==> src/rtl/biclique_k4_6_edge_check_macros.svh <==
// Assertion macros for the biclique edge check.
// Included by files that carry concurrent assertions; expects clk and rst in scope.
`ifndef BICLIQUE_K4_6_EDGE_CHECK_MACROS_SVH
`define BICLIQUE_K4_6_EDGE_CHECK_MACROS_SVH

// same-cycle implication
`define BKC_ASSERT_IMP(label, ante, cons, msg) \
  label: assert property (@(posedge clk) disable iff (rst) (ante) |-> (cons)) \
    else $error(msg);

// next-cycle implication
`define BKC_ASSERT_NEXT(label, ante, cons, msg) \
  label: assert property (@(posedge clk) disable iff (rst) (ante) |=> (cons)) \
    else $error(msg);

`endif

==> src/rtl/bkc_pkg.sv <==
// Shared constants, command/status types and bit-count helpers for the biclique edge check.
// No dependencies.
`default_nettype none

package bkc_pkg;

  localparam int NUM_ROWS   = 32;
  localparam int ROW_W      = 32;
  localparam int IDX_W      = 5;
  localparam int CNT_W      = 6;
  localparam int CFG_W      = 6;
  localparam int MIN_SHARED = 5;

  localparam logic FUNC_WRITE = 1'b0;
  localparam logic FUNC_QUERY = 1'b1;

  localparam logic REG_ROWS = 1'b0;
  localparam logic REG_COLS = 1'b1;

  typedef struct packed {
    logic query_load;
    logic row_write;
    logic u_load;
    logic scan_start;
    logic scan_run;
    logic i_init;
    logic i_load;
    logic i_next;
    logic j_init;
    logic j_sel;
    logic j_load;
    logic j_next;
    logic k_init;
    logic k_run;
    logic res_load;
    logic res_found;
  } bkc_cmd_t;

  typedef struct packed {
    logic urow_ok;
    logic scan_done;
    logic i_end;
    logic ci_ok;
    logic j_end;
    logic ij_ok;
    logic k_hit;
    logic k_done;
    logic res_free;
  } bkc_sts_t;

  function automatic logic [CNT_W-1:0] popcnt(input logic [ROW_W-1:0] x);
    logic [CNT_W-1:0] c;
    c = '0;
    for (int b = 0; b < ROW_W; b++) begin
      c = c + CNT_W'(x[b]);
    end
    return c;
  endfunction

  function automatic logic enough_cols(input logic [ROW_W-1:0] x);
    return popcnt(x) >= CNT_W'(MIN_SHARED);
  endfunction

endpackage

`default_nettype wire

==> src/rtl/bkc_datapath.sv <==
// Datapath: adjacency store, candidate store, loop counters, bit-count checks, result register.
// Depends on bkc_pkg; driven by bkc_ctrl through bkc_cmd_t.
`default_nettype none

module bkc_datapath (
  input  wire logic                       clk,
  input  wire logic                       rst,
  input  wire logic                       cfg_we,
  input  wire logic                       cfg_index,
  input  wire logic [bkc_pkg::CFG_W-1:0]  cfg_data,
  input  wire logic [bkc_pkg::IDX_W-1:0]  row_index,
  input  wire logic [bkc_pkg::ROW_W-1:0]  row_bits,
  input  wire logic [bkc_pkg::IDX_W-1:0]  query_row,
  input  wire logic [bkc_pkg::IDX_W-1:0]  query_col,
  input  wire bkc_pkg::bkc_cmd_t          cmd,
  output bkc_pkg::bkc_sts_t               sts,
  output logic                            res_valid,
  input  wire logic                       res_stall,
  output logic                            found
);
  import bkc_pkg::*;

  logic [CFG_W-1:0] rows_in_use;
  logic [CFG_W-1:0] cols_in_use;
  logic [IDX_W-1:0] u;
  logic [IDX_W-1:0] v;

  logic [ROW_W-1:0] adj_mem [NUM_ROWS];
  logic [NUM_ROWS-1:0] adj_vld;
  logic [ROW_W-1:0] adj_q;
  logic             adj_q_vld;
  logic [ROW_W-1:0] adj_row;
  logic [IDX_W-1:0] adj_addr;

  logic [ROW_W-1:0] cand_mem [NUM_ROWS];
  logic [ROW_W-1:0] cand_q;
  logic [IDX_W-1:0] cand_addr;

  logic [ROW_W-1:0] urow;
  logic [ROW_W-1:0] ci;
  logic [ROW_W-1:0] ij;
  logic [CNT_W-1:0] nc;
  logic [CNT_W-1:0] r;
  logic [CNT_W-1:0] i;
  logic [CNT_W-1:0] j;
  logic [CNT_W-1:0] k;
  logic             scan_pend;
  logic [IDX_W-1:0] scan_idx;
  logic             k_pend;

  logic [CNT_W-1:0] m;
  logic [CNT_W-1:0] n;
  logic [ROW_W-1:0] col_mask;
  logic             scan_issue;
  logic             k_issue;
  logic             cand_take;

  // config
  always_ff @(posedge clk) begin
    if (rst) begin
      rows_in_use <= CFG_W'(NUM_ROWS);
      cols_in_use <= CFG_W'(NUM_ROWS);
    end else if (cfg_we) begin
      unique case (cfg_index)
        REG_ROWS: rows_in_use <= cfg_data;
        REG_COLS: cols_in_use <= cfg_data;
        default: ;
      endcase
    end
  end

  assign m = (rows_in_use > CNT_W'(NUM_ROWS)) ? CNT_W'(NUM_ROWS) : rows_in_use;
  assign n = (cols_in_use > CNT_W'(NUM_ROWS)) ? CNT_W'(NUM_ROWS) : cols_in_use;

  always_comb begin
    for (int c = 0; c < ROW_W; c++) begin
      col_mask[c] = (CNT_W'(c) < n) && (IDX_W'(c) != v);
    end
  end

  // adjacency store
  assign adj_addr = cmd.scan_run ? r[IDX_W-1:0] : u;

  always_ff @(posedge clk) begin
    if (rst) begin
      adj_vld <= '0;
    end else if (cmd.row_write) begin
      adj_vld[row_index] <= 1'b1;
    end
  end

  always_ff @(posedge clk) begin
    if (cmd.row_write) begin
      adj_mem[row_index] <= row_bits;
    end
    adj_q     <= adj_mem[adj_addr];
    adj_q_vld <= adj_vld[adj_addr];
  end

  assign adj_row = adj_q_vld ? adj_q : '0;

  // candidate gather
  assign scan_issue = cmd.scan_run && (r < m);
  assign cand_take  = cmd.scan_run && scan_pend && (scan_idx != u) && adj_row[v];

  always_ff @(posedge clk) begin
    if (cmd.query_load) begin
      u <= query_row;
      v <= query_col;
    end
    if (cmd.u_load) begin
      urow <= adj_row & col_mask;
    end
    if (cmd.scan_start) begin
      r  <= '0;
      nc <= '0;
    end else if (cmd.scan_run) begin
      if (scan_issue) begin
        r <= r + CNT_W'(1);
      end
      if (cand_take) begin
        nc <= nc + CNT_W'(1);
      end
    end
    scan_idx <= r[IDX_W-1:0];
  end

  always_ff @(posedge clk) begin
    if (rst) begin
      scan_pend <= 1'b0;
    end else begin
      scan_pend <= scan_issue;
    end
  end

  // candidate store
  assign cand_addr = cmd.k_run ? k[IDX_W-1:0] : (cmd.j_sel ? j[IDX_W-1:0] : i[IDX_W-1:0]);

  always_ff @(posedge clk) begin
    if (cand_take) begin
      cand_mem[nc[IDX_W-1:0]] <= adj_row & urow;
    end
    cand_q <= cand_mem[cand_addr];
  end

  // triple search
  assign k_issue = cmd.k_run && (k < nc);

  always_ff @(posedge clk) begin
    if (cmd.i_init) begin
      i <= '0;
    end else if (cmd.i_next) begin
      i <= i + CNT_W'(1);
    end
    if (cmd.i_load) begin
      ci <= cand_q;
    end
    if (cmd.j_init) begin
      j <= i + CNT_W'(1);
    end else if (cmd.j_next) begin
      j <= j + CNT_W'(1);
    end
    if (cmd.j_load) begin
      ij <= ci & cand_q;
    end
    if (cmd.k_init) begin
      k <= j + CNT_W'(1);
    end else if (k_issue) begin
      k <= k + CNT_W'(1);
    end
  end

  always_ff @(posedge clk) begin
    if (rst) begin
      k_pend <= 1'b0;
    end else begin
      k_pend <= k_issue;
    end
  end

  // result register
  always_ff @(posedge clk) begin
    if (rst) begin
      res_valid <= 1'b0;
    end else if (cmd.res_load) begin
      res_valid <= 1'b1;
    end else if (!res_stall) begin
      res_valid <= 1'b0;
    end
  end

  always_ff @(posedge clk) begin
    if (cmd.res_load) begin
      found <= cmd.res_found;
    end
  end

  always_comb begin
    sts.urow_ok   = enough_cols(urow);
    sts.scan_done = (r >= m) && !scan_pend;
    sts.i_end     = ({1'b0, i} + (CNT_W + 1)'(2)) >= {1'b0, nc};
    sts.ci_ok     = enough_cols(cand_q);
    sts.j_end     = ({1'b0, j} + (CNT_W + 1)'(1)) >= {1'b0, nc};
    sts.ij_ok     = enough_cols(ci & cand_q);
    sts.k_hit     = k_pend && enough_cols(ij & cand_q);
    sts.k_done    = (k >= nc) && !k_pend;
    sts.res_free  = !res_valid || !res_stall;
  end

endmodule

`default_nettype wire

==> src/rtl/bkc_ctrl.sv <==
// Controller state machine: sequences row writes, candidate gather and the triple search.
// Depends on bkc_pkg; commands bkc_datapath through bkc_cmd_t.
`default_nettype none

module bkc_ctrl (
  input  wire logic              clk,
  input  wire logic              rst,
  input  wire logic              req_valid,
  output logic                   req_stall,
  input  wire logic              func,
  input  wire bkc_pkg::bkc_sts_t sts,
  output bkc_pkg::bkc_cmd_t      cmd
);
  import bkc_pkg::*;

  localparam logic [3:0] S_IDLE = 4'd0;
  localparam logic [3:0] S_RDU  = 4'd1;
  localparam logic [3:0] S_LDU  = 4'd2;
  localparam logic [3:0] S_CHKU = 4'd3;
  localparam logic [3:0] S_SCAN = 4'd4;
  localparam logic [3:0] S_IRD  = 4'd5;
  localparam logic [3:0] S_ILD  = 4'd6;
  localparam logic [3:0] S_JRD  = 4'd7;
  localparam logic [3:0] S_JLD  = 4'd8;
  localparam logic [3:0] S_K    = 4'd9;
  localparam logic [3:0] S_DONE = 4'd10;

  logic [3:0] state;
  logic [3:0] state_next;
  logic       hit;
  logic       hit_next;

  assign req_stall = (state != S_IDLE);

  always_ff @(posedge clk) begin
    if (rst) begin
      state <= S_IDLE;
      hit   <= 1'b0;
    end else begin
      state <= state_next;
      hit   <= hit_next;
    end
  end

  always_comb begin
    cmd        = '0;
    state_next = state;
    hit_next   = hit;
    unique case (state)
      S_IDLE: begin
        if (req_valid) begin
          if (func == FUNC_QUERY) begin
            cmd.query_load = 1'b1;
            state_next     = S_RDU;
          end else begin
            cmd.row_write = 1'b1;
          end
        end
      end
      S_RDU: state_next = S_LDU;
      S_LDU: begin
        cmd.u_load     = 1'b1;
        cmd.scan_start = 1'b1;
        state_next     = S_CHKU;
      end
      S_CHKU: begin
        hit_next   = 1'b0;
        state_next = sts.urow_ok ? S_SCAN : S_DONE;
      end
      S_SCAN: begin
        cmd.scan_run = 1'b1;
        if (sts.scan_done) begin
          cmd.i_init = 1'b1;
          state_next = S_IRD;
        end
      end
      S_IRD: begin
        state_next = sts.i_end ? S_DONE : S_ILD;
      end
      S_ILD: begin
        if (sts.ci_ok) begin
          cmd.i_load = 1'b1;
          cmd.j_init = 1'b1;
          state_next = S_JRD;
        end else begin
          cmd.i_next = 1'b1;
          state_next = S_IRD;
        end
      end
      S_JRD: begin
        if (sts.j_end) begin
          cmd.i_next = 1'b1;
          state_next = S_IRD;
        end else begin
          cmd.j_sel  = 1'b1;
          state_next = S_JLD;
        end
      end
      S_JLD: begin
        if (sts.ij_ok) begin
          cmd.j_load = 1'b1;
          cmd.k_init = 1'b1;
          state_next = S_K;
        end else begin
          cmd.j_next = 1'b1;
          state_next = S_JRD;
        end
      end
      S_K: begin
        cmd.k_run = 1'b1;
        if (sts.k_hit) begin
          hit_next   = 1'b1;
          state_next = S_DONE;
        end else if (sts.k_done) begin
          cmd.j_next = 1'b1;
          state_next = S_JRD;
        end
      end
      S_DONE: begin
        if (sts.res_free) begin
          cmd.res_load  = 1'b1;
          cmd.res_found = hit;
          state_next    = S_IDLE;
        end
      end
      default: state_next = S_IDLE;
    endcase
  end

endmodule

`default_nettype wire

==> src/rtl/biclique_k4_6_edge_check.sv <==
// Write item: taken at once, no result; the next request can follow immediately.
// Query: gathers candidates over the rows in use, then the triple search reads one candidate
// per cycle through the single read port of the candidate store (about C(nc,3) inner steps);
// one query at a time.
// Reset (synchronous, active high) clears the adjacency store and sets both counts to 32.
`default_nettype none
`include "biclique_k4_6_edge_check_macros.svh"

module biclique_k4_6_edge_check (
  input  wire logic                       clk,
  input  wire logic                       rst,
  input  wire logic                       cfg_we,
  input  wire logic                       cfg_index,
  input  wire logic [bkc_pkg::CFG_W-1:0]  cfg_data,
  input  wire logic                       req_valid,
  output logic                            req_stall,
  input  wire logic                       func,
  input  wire logic [bkc_pkg::IDX_W-1:0]  row_index,
  input  wire logic [bkc_pkg::ROW_W-1:0]  row_bits,
  input  wire logic [bkc_pkg::IDX_W-1:0]  query_row,
  input  wire logic [bkc_pkg::IDX_W-1:0]  query_col,
  output logic                            res_valid,
  input  wire logic                       res_stall,
  output logic                            found
);
  import bkc_pkg::*;

  bkc_cmd_t cmd;
  bkc_sts_t sts;

  bkc_ctrl u_ctrl (
    .clk       (clk),
    .rst       (rst),
    .req_valid (req_valid),
    .req_stall (req_stall),
    .func      (func),
    .sts       (sts),
    .cmd       (cmd)
  );

  bkc_datapath u_dp (
    .clk       (clk),
    .rst       (rst),
    .cfg_we    (cfg_we),
    .cfg_index (cfg_index),
    .cfg_data  (cfg_data),
    .row_index (row_index),
    .row_bits  (row_bits),
    .query_row (query_row),
    .query_col (query_col),
    .cmd       (cmd),
    .sts       (sts),
    .res_valid (res_valid),
    .res_stall (res_stall),
    .found     (found)
  );

  `BKC_ASSERT_NEXT(a_query_busy, req_valid && !req_stall && (func == FUNC_QUERY), req_stall, "query request did not start a search")
  `BKC_ASSERT_NEXT(a_write_free, req_valid && !req_stall && (func == FUNC_WRITE), !req_stall, "row write blocked the request channel")
  `BKC_ASSERT_IMP(a_res_from_query, $rose(res_valid), $past(req_stall), "result without a query in progress")

endmodule

`default_nettype wire

==> config.mk <==
export PLATFORM = sky130hd
export DESIGN_NAME = biclique_k4_6_edge_check
export DESIGN_NICKNAME = d
export VERILOG_FILES = /design/src/rtl/bkc_pkg.sv /design/src/rtl/bkc_datapath.sv /design/src/rtl/bkc_ctrl.sv /design/src/rtl/biclique_k4_6_edge_check.sv
export VERILOG_INCLUDE_DIRS = /design/src /design/src/rtl
export SDC_FILE = /design/constraint.sdc
export NUM_CORES = 2
export LEC_CHECK = 0
export BUFFER_PORTS_ARGS = -buffer_cell sky130_fd_sc_hd__buf_2
export CAP_MARGIN = 0
export CORE_MARGIN = 5
export CORE_UTILIZATION = 35
export CTS_CLUSTER_SIZE = 16
export DETAILED_ROUTE_END_ITERATION = 10
export GPL_TIMING_DRIVEN = 0
export REMOVE_ABC_BUFFERS = 1
export SETUP_SLACK_MARGIN = 0.3
export SLEW_MARGIN = 20
export SYNTH_ARGS = -nofsm -noshare
export SYNTH_HDL_FRONTEND = slang
export SYNTH_SLANG_ARGS = --single-unit
==> constraint.sdc <==
create_clock -name clk -period 21.3 [get_ports clk]
set_input_delay 1.065 -clock clk [delete_from_list [all_inputs] [get_ports clk]]
set_output_delay 1.065 -clock clk [all_outputs]
set_load 0.05 [all_outputs]
==> impl_metrics.tcl <==
set metrics [dict create \
    gp_congestion 0.787 \
    cts.sinks 2307 \
    grt_setup_unrepaired "no" \
    startpoint_type "register" \
    post_dp_cell_area_mm2 0.104 \
    die_w_um 527 \
    cp_cell_sequence "and2_1 -> fa_1 -> inv_1 -> fa_1 -> fa_1 -> fa_1 -> fa_1 -> inv_1 -> fa_1 -> fa_1 -> inv_1 -> fa_1 -> a211o_1 -> a31oi_1 -> nor2_1 -> nand2_1 -> nand2_1 -> nor4b_1 -> o41ai_1 -> a21oi_1" \
    slew_headroom_pct 27.0 \
    setup_viol 0 \
    postCtsHoldBufs 0 \
    cpMostUsedCell "fa_1" \
    grt_remaining_overflow 0 \
    die-area_mm2 0.278 \
    grt_pass1_vias 52704 \
    max_cap_violations 0 \
    yosysTopAreaCell "edfxtp_1" \
    reg2reg_from "u_dp.cand_q[10]" \
    final_nets 6213 \
    tightest_slew_ps 1090 \
    htreeDepth 4 \
    finalCriticalPeriod_ps 6970 \
    fin_skew_ps 71.3 \
    synth_enable_flop_cells 2167 \
    cts-resized-gates 0 \
    dr_total_vias 51973 \
    numCtsBuffers 218 \
    synthCells 5759 \
    cts_setup_buffers 0 \
    power_leakage_nw 36.8 \
    start_util_pct 35.2 \
    grt_start_max_net_pins 69 \
    final_common_cell "edfxtp_1" \
    path_clk_slew_ps 60 \
    min_period_over_period_pct 32.7 \
    hold_viol 0 \
    cts_root_buffer "clkbuf_16" \
    firstDrtPassIters 6 \
    crit_slowest_cell "fa_1" \
    yosysTopAreaCellShare_pct 69.5 \
    antenna_found_initial 21 \
    p_per_area_mw_per_mm2 116 \
    grt_use_total_pct 17.3 \
    fin_util_pct 41.8 \
    synth_seq_area_share_pct 72.5 \
    arrival_ps 7720 \
    ir_worst_vdd_v 0.000519 \
    via_per_inst 5.34 \
    clockBufferDepth 3 \
    core_area_mm2 0.266 \
    status "finished clean" \
    routed_wl_um 245000 \
    crit_required_ps 22050 \
    wl_per_cell_um 25.2 \
    rr_endpoint "u_ctrl.state[1]" \
    hold_ws_ps 366 \
    ys_ff_latch 2307 \
    antenna_left 0 \
    reg2reg_depth 20 \
    fillerInstances 23278 \
    die_y_um 527 \
    clock_latency_ps 870 \
    hp-class "in -> reg" \
    crit_path_max_fanout 4 \
    drive_gt1_share_pct 18.1 \
    cts_tree "done" \
    final_cell_mix "2167 x edfxtp_1, 795 x nand2_1, 268 x mux4_2" \
    synth_area_per_cell_um2 16.2 \
    drc 0 \
    yosys_warnings 0 \
    final_area_mm2 0.111 \
    reg2reg_slack_ps 14330 \
    ys_types 82 \
    synthTopCellsByArea "edfxtp_1 70%, mux4_2 6.5%, nand2_1 3.2%" \
    cp-end-kind "register" \
    portBuffers 62 \
    ios 63 \
    drv_slew 0 \
    worstSetupPathType "reg -> reg" \
    min_path_cells 1 \
    synthFlopType "edfxtp_1" \
    hold_end "u_dp.u[1]" \
    hold_start "query_row[1]" \
    rows 189 \
    fmax_ghz 0.143 \
    area_growth_pct 18.7 \
    grt_pass1_wl_um 359000 \
    hpwl_um 162000 \
    first_iter_violations 5138 \
    synthArstFlopShare_pct 0 \
    synthesis.area_mm2 0.0936 \
    worst_path_largest_cell_delay_ps 630 \
]
[power by group]
part / total [mW] / internal, mW / leakage [nW] / switching, mW
combinational: 3.88 / 1.60 / 12.4 / 2.27
clock: 3.87 / 2.15 / 3.51 / 1.72
sequential: 5.12 / 5.03 / 20.9 / 0.0947
total: 12.9 / 8.78 / 36.8 / 4.09
[critical path, delay by kind of cell, from the launching register on]
family,cells,cell delay (ps)
fa+ha+maj,8,3780
buf+inv,3,180
simple gates,5,1180
compound gates,4,1280
flops,1,430
[state kept, by name, indices dropped and copies added (netlist names), 32 cells and up]
signal and cells:
u_dp.cand_q 32, u_dp.urow 32, u_dp.adj_vld 32, u_dp.adj_mem 1024, u_dp.ci 32, u_dp.cand_mem 1024
u_dp.adj_q 32, u_dp.ij 32
[worst max-delay path by stage]
stage                    startpoint              end  slack, ps  depth (start not counted)
floorplan           u_ctrl.state[2]    u_dp.adj_q[0]      -5910                          8
global route        u_dp.cand_q[26]  u_ctrl.state[1]      13980                         21
CTS                  u_dp.cand_q[1]        u_dp.j[4]      14040                         18
global placement          u_dp.j[0]  u_dp.cand_q[29]     -25260                         13
finish              u_dp.cand_q[10]  u_ctrl.state[1]      14330                         20
detailed placement   u_dp.cand_q[1]        u_dp.j[4]      14050                         18
[per-layer routing]
metal | GRT usage (%) | vias to the layer above | wire length [um]
met3 | 3.22 | 413 | 17500
li1 | - | 22636 | -
met2 | 28.8 | 1964 | 119000
met4 | 5.07 | 20 | 7130
met5 | 0 | - | 137
met1 | 23.4 | 26940 | 102000
[cell type report]
cell class | instances | area, um^2 | share of cell area [%]
inverter | 199 | 747 | 0.673
sequential | 2307 | 67900 | 61.1
tap | 3533 | 4420 | 3.98
timing repair buffer | 346 | 6710 | 6.04
clock inverter | 117 | 1240 | 1.12
clock buffer | 293 | 5950 | 5.36
antenna | 12 | 30.0 | 0.0270
multi-input combinational | 2920 | 24100 | 21.7
[per-stage QoR]
| step | TNS, ps | setup slack [ps] | power (mW) | cells |
|---|---|---|---|---|
| after global placement | -1397180 | -25260 | 9.12 | 9021 |
| after CTS | 0 | 14040 | 12.9 | 9714 |
| after global routing | 0 | 13980 | 13.7 | 9717 |
| after detailed placement | 0 | 14050 | 9.08 | 9304 |
| final | 0 | 14330 | 12.9 | 9727 |
| after floorplan | -194950 | -5910 | 7.94 | 5426 |
[kinds of logic after synthesis]
family,synth area share (%)
mux,8.62
xor+xnor,0.328
flops,72.5
fa+ha+maj,2.93
buf+inv,2.55
simple gates,7.45
compound gates,5.58
[synthesized netlist by cell type, types with 73 or more instances]
library cell / instances
mux4_2: 268
and2_1: 86
o21ai_1: 73
dfxtp_1: 140
and2_0: 79
a31oi_1: 98
a211oi_1: 168
mux2i_1: 196
fa_1: 96
and3_1: 94
nor2_1: 184
buf_2: 82
clkbuf_1: 165
nand3_1: 232
edfxtp_1: 2167
inv_1: 199
nand2_1: 797
Note: power is estimated with default switching activity, not from simulation.
